[src/psn_pkg.sv]
// Shared types, character codes and helpers for the path separator normaliser.
package psn_pkg;

	localparam int DEF_BUF_DEPTH = 1024;
	localparam int QUEUE_DEPTH   = 2;

	localparam int CHAR_W    = 8;
	localparam int IDX_W     = 10;
	localparam int LEN_W     = 11;
	localparam int CAP_W     = 11;
	localparam int CFG_IDX_W = 2;

	localparam logic [CHAR_W-1:0] CHAR_NUL    = 8'h00;
	localparam logic [CHAR_W-1:0] CHAR_SLASH  = 8'h2F;
	localparam logic [CHAR_W-1:0] CHAR_BSLASH = 8'h5C;
	localparam logic [CHAR_W-1:0] CHAR_DOT    = 8'h2E;

	localparam logic [CAP_W-1:0] CAP_RESET = 11'd1024;

	// look-back window used when testing a '..' segment
	localparam logic [2:0] WIN_LEN = 3'd5;

	localparam logic [CFG_IDX_W-1:0] CFG_IDX_TO_BACKSLASH = 2'd0;
	localparam logic [CFG_IDX_W-1:0] CFG_IDX_KEEP_PARENT  = 2'd1;
	localparam logic [CFG_IDX_W-1:0] CFG_IDX_CAPACITY     = 2'd2;

	localparam logic KIND_CHAR = 1'b0;
	localparam logic KIND_READ = 1'b1;

	typedef enum logic [2:0] {
		OP_READ,
		OP_NUL,
		OP_SEP,
		OP_DOT,
		OP_CHAR
	} op_t;

	typedef struct packed {
		logic              to_backslash;
		logic              keep_leading_parent;
		logic [CAP_W-1:0]  capacity;
	} cfg_t;

	typedef struct packed {
		op_t               op;
		logic              start;
		logic [CHAR_W-1:0] ch;
		logic [IDX_W-1:0]  idx;
	} item_t;

	typedef struct packed {
		logic [LEN_W-1:0]  length;
		logic              overflow;
		logic [CHAR_W-1:0] read_char;
	} res_t;

	typedef enum logic [3:0] {
		ST_IDLE,
		ST_RD_WAIT,
		ST_SEP_CHK,
		ST_WIN,
		ST_DOT_EVAL,
		ST_B1_RD,
		ST_B1_CHK,
		ST_B2_RD,
		ST_B2_CHK,
		ST_CL,
		ST_CL_CHK1,
		ST_CL_CHK2,
		ST_FIN
	} back_st_t;

	function automatic logic [CHAR_W-1:0] sep_char(input logic to_bs);
		return to_bs ? CHAR_BSLASH : CHAR_SLASH;
	endfunction

	function automatic logic is_sep(input logic [CHAR_W-1:0] c);
		return (c == CHAR_SLASH) || (c == CHAR_BSLASH);
	endfunction

endpackage

[src/psn_front.sv]
// Front end: accepts items, classifies characters and tracks path starts.
module psn_front
	import psn_pkg::*;
(
	input  logic              clk,
	input  logic              arst_n,
	input  logic              push,
	output logic              full,
	input  logic              kind,
	input  logic [CHAR_W-1:0] char_value,
	input  logic              last,
	input  logic [IDX_W-1:0]  read_index,
	output logic              q_push,
	output item_t             q_item,
	input  logic              q_full
);

	logic path_done_q;
	op_t  char_op;

	assign full   = q_full;
	assign q_push = push && !q_full;

	always_comb begin
		unique case (char_value) inside
			CHAR_NUL: begin
				char_op = OP_NUL;
			end
			CHAR_SLASH, CHAR_BSLASH: begin
				char_op = OP_SEP;
			end
			CHAR_DOT: begin
				char_op = OP_DOT;
			end
			default: begin
				char_op = OP_CHAR;
			end
		endcase
	end

	always_comb begin
		q_item.ch  = char_value;
		q_item.idx = read_index;
		if (kind == KIND_READ) begin
			q_item.op    = OP_READ;
			q_item.start = 1'b0;
		end else begin
			q_item.op    = char_op;
			q_item.start = path_done_q;
		end
	end

	// a character transfer with last set closes the path
	always_ff @(posedge clk or negedge arst_n) begin
		if (!arst_n) begin
			path_done_q <= 1'b1;
		end else if (q_push && kind == KIND_CHAR) begin
			path_done_q <= last;
		end
	end

endmodule

[config.mk]
export PLATFORM = sky130hd
export DESIGN_NAME = psn_front
export DESIGN_NICKNAME = d
export VERILOG_FILES = /design/src/psn_pkg.sv /design/src/psn_front.sv
export SDC_FILE = /design/constraint.sdc
export NUM_CORES = 1
export LEC_CHECK = 0
export BUFFER_PORTS_ARGS = -buffer_cell sky130_fd_sc_hd__buf_2
export CORE_AREA = 10 10 47 49
export DETAILED_ROUTE_END_ITERATION = 7
export DIE_AREA = 0 0 57 59
export GPL_ROUTABILITY_DRIVEN = 0
export PLACE_DENSITY = 0.65
export RECOVER_POWER = 50
export SYNTH_ARGS = -nofsm -noshare
export SYNTH_HDL_FRONTEND = slang
export SYNTH_SLANG_ARGS = --single-unit
[constraint.sdc]
create_clock -name clk -period 1.9 [get_ports clk]
set_input_delay 0.095 -clock clk [delete_from_list [all_inputs] [get_ports clk]]
set_output_delay 0.095 -clock clk [all_outputs]
set_load 0.005 [all_outputs]
==> metrics <==
drt via density 4.21; initial antenna violation count 0; max reg flops 1; Vias 261; Post-Syn Instances 38; ANT nets after route 0; remaining global-route overflow 0; drt initial violations 4; Post-Syn Area 288 sq um; Routed WL per cell 14.1 um; Fin Hold WS 0.0303 ns; largest net degree at the start of global routing 6; largest stage delay on the critical path 0.44 ns; RR Startpoint path_done_q; syn nets 62; Max Clock Freq 742 MHz; RR Endpoint path_done_q; Non-Filler Instances 62; share of cells above drive strength 1 60.9%; Worst setup EP type output pin; crit-path cells buf_2 -> and4bb_2 -> or4b_1 -> a21oi_1 -> buf_2; Fin Clk Skew 0 ns; Leakage Power 0.150 nW; setup TNS 0 ns; die area 3360 sq um; Worst path slowest cell or4b_1; chip width 57 um; largest registers path_done_q (1); hold crit path type primary input to asynchronous set/reset pin; GR Layer Usage met3 3.86%; crit path kind primary input to output pin; Worst-Skew Late Latency 0 ns; Core ar. 1400 sq um; CP startpoint kind primary input; Post-CTS Setup Bufs 0; crit path DAT 1.25 ns; net count of the finished layout 72; drt first pass iters 4; Synth warnings 0; cell repeated most along the worst path buf_2; Avg Inst Size Synth 7.57 sq um; vias in the first global route 289; Tightest Pin Transition 0.492 ns; met1 Use GR 4.89%; PortBufs 27; Area Growth Syn to Fin 3.48%; final period utilization 70.9%; All-Layer GR Usage 4.33%; Yosys top cell by area buf_4; hold bufs inserted after CTS 0; max cap viols 0; M2 GR Usage 6.36%; post-synth top area share 49.6%; Die H 59 um; Netlist cell types 15; status finished, final reports clean; reg2reg path depth 1; final setup vio count 0; Initial Util 20.5%; VDD IR max 0.132 mV; io pins 48; most used routing layer met2; clock-pin slew on the worst setup and hold paths 0 ns; n_diodes 0; Largest Register path_done_q; Final Hold Fails 0; flops & latches, synth 1; pwr/cell area 274 nW/um^2; maximum net fanout on the critical path 5; drt total wl 875 um; CP Data Required Time 1.80 ns; min cycle time layout 1.35 ns; post_cts resized 0; Slew Viols, Final 0; RSZ-0062 raised after global routing false; slew margin rel. 66.9%; first-pass GRT wire length 1300 um; placed insts 62; FF-to-FF setup slack 1.20 ns; ranking of synthesized cells by area buf_4 (50%), dfstp_2 (9.1%), nor2b_1 (6.5%); Post-route DRC 0; row count 14; post-synthesis sequential area ratio 9.13%
[stage by stage]
step | cell area, sq um | setup slack (ns) | power, mW | util (%)
2_1_floorplan | 288 | 0.825 | 0.0772 | -
3_3_place_gp | 300 | 0.566 | 0.0823 | 21.4
3_5_place_dp | 300 | 0.565 | 0.0835 | 21.4
4_1_cts | 300 | 0.548 | 0.0837 | 21.4
5_1_grt | 298 | 0.461 | 0.0894 | 21.3
6_report | 298 | 0.553 | 0.0817 | 21.3
[cells in the mapped netlist, drive strengths merged]
master	n
a32oi	1
dfstp	1
a221oi	1
nor2b	3
buf	19
mux2	1
nand2	3
inv	1
nor4	2
nor2	1
and4bb	1
o21bai	1
nor3	1
a21oi	1
or4b	1
[logic make-up after synthesis]
logic type,synth area share (%)
flops,9.13
mux,3.91
simple gates,25.6
buf+inv,50.9
compound gates,10.4
[report_power, final]
group | total [mW] | internal (mW) | switching, mW
clock | 0 | 0 | 0
sequential | 0.0302 | 0.0286 | 0.00162
combinational | 0.0516 | 0.0279 | 0.0237
[worst max-delay path: cells and delay by family]
family          cells  cell delay, ns
compound gates      1            0.15
buf+inv             2            0.25
simple gates        2            0.76
[cell usage in the layout (no fill, tap or decap)]
cell,n
dfstp_2,1
nor2b_1,3
nor4_1,2
o21bai_1,1
a32oi_1,1
or4b_1,1
buf_2,25
a221oi_1,1
nand2_1,3
nor2_1,1
and4bb_2,1
a21oi_1,1
inv_1,1
mux2_2,1
nor3_1,1
clkbuf_1,2
[layer usage]
metal | part of all wire, % | up-vias
li1 | - | 128
met1 | 37 | 105
met2 | 41 | 28
met3 | 21 | 0
met4 | 0 | 0
met5 | 0 | -
[worst max-delay path by stage]
stage	start	endpoint	slack [ns]	depth (start not counted)
6_report	char_value[6]	q_item[19]	0.55	5
5_1_grt	char_value[6]	q_item[19]	0.46	5
4_1_cts	char_value[6]	q_item[19]	0.55	5
3_5_place_dp	char_value[6]	q_item[19]	0.57	5
3_3_place_gp	char_value[6]	q_item[19]	0.57	5
2_1_floorplan	char_value[6]	q_item[19]	0.83	3
[final cells by class]
type | instances | area, sq um
fillers | 162 | 1100
inverters | 1 | 3.75
flip-flops and latches | 1 | 26.3
repair buffers | 27 | 133
multi-input cells | 17 | 115
well taps | 16 | 20.0
Note: power is estimated with default switching activity, not from simulation.
