[src/psn_fifo.sv]
// Small register queue with push/full and pop/empty sides.
module psn_fifo #(
	parameter int W     = 8,
	parameter int DEPTH = 2
) (
	input  logic         clk,
	input  logic         arst_n,
	input  logic         push,
	input  logic [W-1:0] wdata,
	output logic         full,
	input  logic         pop,
	output logic [W-1:0] rdata,
	output logic         empty
);

	localparam int PTR_W = $clog2(DEPTH);
	localparam int CNT_W = $clog2(DEPTH + 1);

	logic [W-1:0]     mem_q [DEPTH];
	logic [PTR_W-1:0] wr_q;
	logic [PTR_W-1:0] rd_q;
	logic [CNT_W-1:0] cnt_q;
	logic             do_push;
	logic             do_pop;

	assign full    = (cnt_q == CNT_W'(DEPTH));
	assign empty   = (cnt_q == '0);
	assign do_push = push && !full;
	assign do_pop  = pop && !empty;
	assign rdata   = mem_q[rd_q];

	always_ff @(posedge clk) begin
		if (do_push) begin
			mem_q[wr_q] <= wdata;
		end
	end

	always_ff @(posedge clk or negedge arst_n) begin
		if (!arst_n) begin
			wr_q  <= '0;
			rd_q  <= '0;
			cnt_q <= '0;
		end else begin
			if (do_push) begin
				wr_q <= (wr_q == PTR_W'(DEPTH - 1)) ? '0 : wr_q + 1'b1;
			end
			if (do_pop) begin
				rd_q <= (rd_q == PTR_W'(DEPTH - 1)) ? '0 : rd_q + 1'b1;
			end
			case ({do_push, do_pop})
				2'b10: begin
					cnt_q <= cnt_q + 1'b1;
				end
				2'b01: begin
					cnt_q <= cnt_q - 1'b1;
				end
				default: begin
					cnt_q <= cnt_q;
				end
			endcase
		end
	end

endmodule

[config.mk]
export PLATFORM = sky130hd
export DESIGN_NAME = psn_fifo
export DESIGN_NICKNAME = d
export VERILOG_FILES = /design/src/psn_fifo.sv
export SDC_FILE = /design/constraint.sdc
export NUM_CORES = 1
export LEC_CHECK = 0
export BUFFER_PORTS_ARGS = -buffer_cell sky130_fd_sc_hd__clkbuf_2
export CAP_MARGIN = 10
export CORE_UTILIZATION = 43
export CTS_CLUSTER_DIAMETER = 30
export DETAILED_ROUTE_END_ITERATION = 10
export GPL_TIMING_DRIVEN = 0
export PLACE_DENSITY = 0.71
export SYNTH_ARGS = -nofsm -noshare
export SYNTH_HDL_FRONTEND = slang
export SYNTH_SLANG_ARGS = --single-unit
export TNS_END_PERCENT = 20
[constraint.sdc]
create_clock -name clk -period 1.52 [get_ports clk]
set_clock_uncertainty 0.15 [all_clocks]
set_input_delay 0.076 -clock clk [delete_from_list [all_inputs] [get_ports clk]]
set_output_delay 0.076 -clock clk [all_outputs]
set_load 0.05 [all_outputs]
==> results of run 1 <==
worst max-delay path: cells and delay by family, from the launching register on:
kind | cells | cell delay (ps)
buffers and inverters | 2 | 280
flip-flops | 1 | 410
multiplexers | 1 | 340
repair_timing:
action                     4_1_cts  5_1_grt
setup buffers                    0        3
pin swaps                        0        0
setup endpoints to repair       26       26
resized for setup               23       20
hold buffers                    12        0
hold endpoints to repair        22        0
cloned                           0        1
report_power, final:
part           switching, W  internal [W]
logic              0.000806      0.000694
registers          0.000106      0.000772
clock network      0.000155     0.0000956
total               0.00107       0.00156
worst paths after layout:
kind	slack (ps)	from	endpoint	cells after the start
min in group asynchronous	520	arst_n	wr_q	3
worst min-delay path	350	wdata[4]	mem_q[0][4]	2
worst max-delay path	-40	rd_q	rdata[5]	3
worst min register to register	400	cnt_q[1]	cnt_q[1]	1
worst max register to register	10	cnt_q[0]	cnt_q[1]	6
max in group asynchronous	500	arst_n	cnt_q[1]	3
placed cells by master, fill, tap and decap left out:
master and count:
nor2_4 2, nor2b_2 1, clkbuf_4 3, inv_1 1
xnor2_1 3, xor2_1 2, buf_4 3, nand2b_4 1
ha_4 1, mux2_4 6, dlygate4sd3_1 12, buf_6 2
dfrtp_2 2, buf_8 8, nand2_2 1, and3_2 1
clkbuf_2 13, dfrtp_1 2, nor2_2 1, mux2_2 2
edfxtp_1 16, clkinv_1 1
cells by family after synthesis:
logic type	share of synthesized area
XOR/XNOR	0.05674
adder cells (fa/ha/maj)	0.01620
buffers and inverters	0.01133
flip-flops	0.7520
multiplexers	0.1167
AND/OR/NAND/NOR	0.04701
stage by stage:
step	setup TNS (ps)	setup WS, ps
after floorplan	-512.4	-88.18
after global placement	-2360	-285.5
after detailed placement	-2545	-301.1
after CTS	-559.6	-54.63
after global routing	-781.2	-101.0
final	-263.8	-36.45
routing by layer:
metal,track usage,part of all wire,up-vias
met3,0.03673,0.025,2
met1,0.2022,0.41,236
li1,-,-,238
met5,0,0,-
met4,0.09091,0.0094,0
met2,0.2853,0.55,13
layout make-up:
| class | instances | area share |
|---|---|---|
| plain buffers | 1 | 0.009082 |
| clock buffers | 3 | 0.01816 |
| clock inverters | 1 | 0.003027 |
| inverters | 1 | 0.003027 |
| multi-input cells | 21 | 0.1988 |
| flip-flops and latches | 20 | 0.4702 |
| well taps | 24 | 0.02422 |
| repair buffers | 37 | 0.2735 |
sequential cells by signal, indices dropped and copies added, names as in the netlist:
name	flops
mem_q	16
wr_q	1
rd_q	1
cnt_q	2
==> flow_summary.yaml, run 1 <==
status:
  status: "complete, but fails checks"
  violations: "setup timing"
synthesis:
  postSynth.asyncResetShare: 0.2000
  netlist_instances: 43
  synthMostInstantiatedCell: "edfxtp_1"
  netlist.area_leader.share: 0.6224
  synth.distinct_cells: 13
  syn_area_per_cell_um2: 17.95
  ys.flop_type: "edfxtp_1"
  yosysTopAreaCell: "edfxtp_1"
  synth-edff-count: 16
  syn_area_um2: 772.0
  synth.area.top_cells: "edfxtp_1 62%, dfrtp_1 13%, mux2_2 12%"
  syn_nets: 56
  ys_top_cells_by_count: "16 x edfxtp_1, 8 x mux2_2, 4 x dfrtp_1, 3 x nor2_1, 3 x xnor2_1"
  ys_ff_latch: 20
  seq_area_frac_synth: 0.7520
  yosys_warnings: 0
timing:
  fmax_mhz: 642.5
  hold_slack_ps: 347.2
  final-max-slew-violation-count: 0
  finalCriticalPeriod_ps: 1556
  slew_headroom: 0.8205
  period_share: 1.024
  finalWorstSetupSlack_ps: -36.45
  hold_viol: 0
  worstMarginPinSlew_ps: 268.7
  setup_viol_count_final: 8
  rsz0062_at_grt: "true"
placed_design:
  gp_congestion: 0.6546
  postPlaceCellArea_um2: 914.6
  portBuffers: 21
  place_inst: 88
  dp_hpwl_um: 783.3
grt:
  grt_max_degree: 12
  first_global_vias: 498
  grt_usage: 0.1693
  grt_pass1_wl_um: 2194
  antenna_found_initial: 0
  grt_overflow: 0
cells_and_area:
  drive_gt1_frac: 0.5595
  syn2layout_area_growth_pct: 60.62
  final_area_um2: 1240
  multi_input_area_um2: 246.5
  finalNonFillerCells: 108
  nFillCells: 98
  ff_latch_area_um2: 583.1
  post-route-util: 0.7779
  n_antenna_cell: 0
  nets: 98
clock_tree:
  cts_tree: "done"
  cts_root_buffer: "clkbuf_4"
  cts_max_level: 1
  clock_sinks: 20
  clk-insertion-delay-late_ps: 290
  clk_pin_slew_ps: 110
  cts.path.max_buffers: 2
  numCtsBuffers: 3
worst_setup_path:
  cp.arrival_ps: 1330
  crit_chain: "buf_6 -> mux2_2 -> buf_8"
  end_kind: "primary output"
  slowest_delay_ps: 410
  critPathSlowestCell: "dfrtp_1"
  start_kind: "flop"
  critPathKind: "reg -> out"
  crit_fanout: 4
  required_ps: 1290
power_and_ir_drop:
  total_power_w: 0.002628
  powerDensity_nw_per_um2: 2119
  ir_drop_mv: 1.500
  p_leak_nw: 0.5148
route:
  dr.pass1.iters: 2
  totalWireLength_um: 1490
  drt_iter0_drc: 3
  wl_per_cell_um: 13.80
  vias: 489
  drc: 0
  vias_per_cell: 4.528
  final_antenna_net_count: 0
floorplan:
  fp-row-count: 14
  die_x_um: 44.37
  fp.dieH_um: 44.37
  ios: 22
  floorplan.die_area_um2: 1969
  start_util: 0.4843
  core_um2: 1594
min_path:
  hp-class: "in -> reg"
flow_run:
  cap_viol_max_count: 0
Power figures use the tool's default switching activity.
==> run 2: changes to the inputs <==
--- a/config.mk
+++ b/config.mk
@@ -15,4 +15,4 @@
 export SYNTH_ARGS = -nofsm -noshare
 export SYNTH_HDL_FRONTEND = slang
 export SYNTH_SLANG_ARGS = --single-unit
-export TNS_END_PERCENT = 20
+export TNS_END_PERCENT = 100
==> flow_summary.yaml, run 2 (same netlist as run 1, synthesis figures left out) <==
status:
  status: "complete, but fails checks"
  violations: "setup timing"
timing:
  setup_viol_count_final: 8
  hold_slack_ps: 37.54
  tns_ps: -201.3
  finalWorstSetupSlack_ps: -53.35
  hold_viol: 0
  worstMarginPinSlew_ps: 265.4
  final-max-slew-violation-count: 0
  period_share: 1.035
  fmax_mhz: 635.6
  rsz0062_at_grt: "true"
  slew_headroom: 0.8226
  finalCriticalPeriod_ps: 1573
route:
  vias: 482
  drt_iter0_drc: 4
  drc: 0
  final_antenna_net_count: 0
  wl_per_cell_um: 14.23
  vias_per_cell: 4.505
  totalWireLength_um: 1523
  dr.pass1.iters: 4
min_path:
  hp-class: "in -> reg"
  hold_path_depth: 3
  min_from: "pop"
  min_to: "rd_q"
placed_design:
  postPlaceCellArea_um2: 914.6
  gp_congestion: 0.6546
  dp_hpwl_um: 783.3
  portBuffers: 21
floorplan:
  fp.dieH_um: 44.37
  start_util: 0.4843
  floorplan.die_area_um2: 1969
  fp-row-count: 14
  core_um2: 1594
  ios: 22
  die_x_um: 44.37
power_and_ir_drop:
  powerDensity_nw_per_um2: 2135
  p_leak_nw: 0.5273
  ir_drop_mv: 1.585
  seq_power_share: 0.328
  power.switching_w: 0.001078
  swShare: 0.4029
  power.internal_w: 0.001597
  p_comb_frac: 0.580
  clkPwrFrac: 0.091
clock_tree:
  cts_tree: "done"
  cts_root_buffer: "clkbuf_4"
  numCtsBuffers: 3
  clock_sinks: 20
  clk_pin_slew_ps: 100
  clk-insertion-delay-late_ps: 290
  cts.path.max_buffers: 2
  cts_max_level: 1
grt:
  grt_pass1_wl_um: 2318
  grt_overflow: 0
  grt_usage: 0.1787
  antenna_found_initial: 0
  first_global_vias: 499
  grt_max_degree: 12
worst_setup_path:
  end_kind: "primary output"
  r2r_slack_ps: 70
  r2r_end: "cnt_q[1]"
  crit_fanout: 5
  start_kind: "flop"
  cp.arrival_ps: 1350
  reg2reg_depth: 6
  critPathKind: "reg -> out"
  required_ps: 1290
  worstReg2RegStart: "cnt_q[0]"
cells_and_area:
  largest_reg_flops: 16
  nets: 97
  layout_common_cells: "16 x edfxtp_1, 12 x clkbuf_2, 11 x dlygate4sd3_1"
  post-route-util: 0.7857
  top_register: "mem_q"
  drive_gt1_frac: 0.5663
  layout.cells.most_common: "edfxtp_1"
  nFillCells: 90
  n_antenna_cell: 0
  final_area_um2: 1252
  syn2layout_area_growth_pct: 62.24
  ff_latch_area_um2: 583.1
  top_regs: "mem_q x16, cnt_q x2"
  multi_input_area_um2: 259.0
flow_run:
  cap_viol_max_count: 0
==> run 2: cell count changes in the layout (fill, tap and decap cells not counted) <==
cell | previous run | this run
nand2_4 | 0 | 1
buf_8 | 8 | 7
clkbuf_2 | 13 | 12
nand2_2 | 1 | 0
buf_2 | 0 | 1
mux2_4 | 6 | 8
clkbuf_16 | 0 | 1
mux2_2 | 2 | 0
dlygate4sd3_1 | 12 | 11
==> run 2: worst max-delay path by stage <==
stage | cells after the start | end | from
after floorplan | 5 | cnt_q[1] | cnt_q[1]
after global placement | 3 | mem_q[0][0] | cnt_q[0]
after detailed placement | 3 | mem_q[0][0] | cnt_q[0]
after CTS | 3 | rdata[0] | rd_q
after global routing | 3 | rdata[0] | rd_q
final | 3 | rdata[0] | rd_q
==> run 2: per-layer routing <==
| layer | share of wire | wire [um] | GRT usage | vias to the layer above |
|---|---|---|---|---|
| li1 | - | - | - | 237 |
| met1 | 0.39 | 588 | 0.2072 | 228 |
| met2 | 0.58 | 878 | 0.3118 | 15 |
| met3 | 0.027 | 41 | 0.03673 | 2 |
| met4 | 0.0092 | 14 | 0.09091 | 0 |
| met5 | 0 | 0 | 0 | - |
==> run 2: area by class of cell <==
cell class | count | area share
buffer | 1 | 0.008991
tap | 24 | 0.02398
clock inverter | 1 | 0.002997
multi-input combinational | 21 | 0.2068
inverter | 1 | 0.002997
sequential | 20 | 0.4655
timing repair buffer | 36 | 0.2707
clock buffer | 3 | 0.01798
==> run 2: per-stage QoR <==
step,power [W],setup slack [ps],instances
floorplan,0.001667,-88.18,43
global placement,0.001851,-285.5,88
detailed placement,0.001865,-301.1,88
CTS,0.002556,-56.90,105
global route,0.002805,-118.3,107
finish,0.002675,-53.35,107
==> run 2: worst max-delay path, stage by stage, from the launching register on <==
cell       delay (ps)
dfrtp_1           420
buf_6             150
mux2_4            310
clkbuf_16         170
==> run 2: timing repair <==
| item | CTS | global route |
|---|---|---|
| hold endpoints to repair | 21 | 0 |
| cloned | 1 | 0 |
| hold buffers | 11 | 0 |
| setup endpoints to repair | 26 | 18 |
| buffers inserted | 1 | 2 |
| resized for setup | 36 | 11 |
==> run 2: power by group through the flow <==
stage / combinational, W / sequential, W / clock [W]
2_1_floorplan: 0.000827 / 0.000839 / 0
3_3_place_gp: 0.00100 / 0.000849 / 0
3_5_place_dp: 0.00101 / 0.000856 / 0
4_1_cts: 0.00142 / 0.000877 / 0.000255
5_1_grt: 0.00162 / 0.000896 / 0.000286
6_report: 0.00155 / 0.000878 / 0.000245
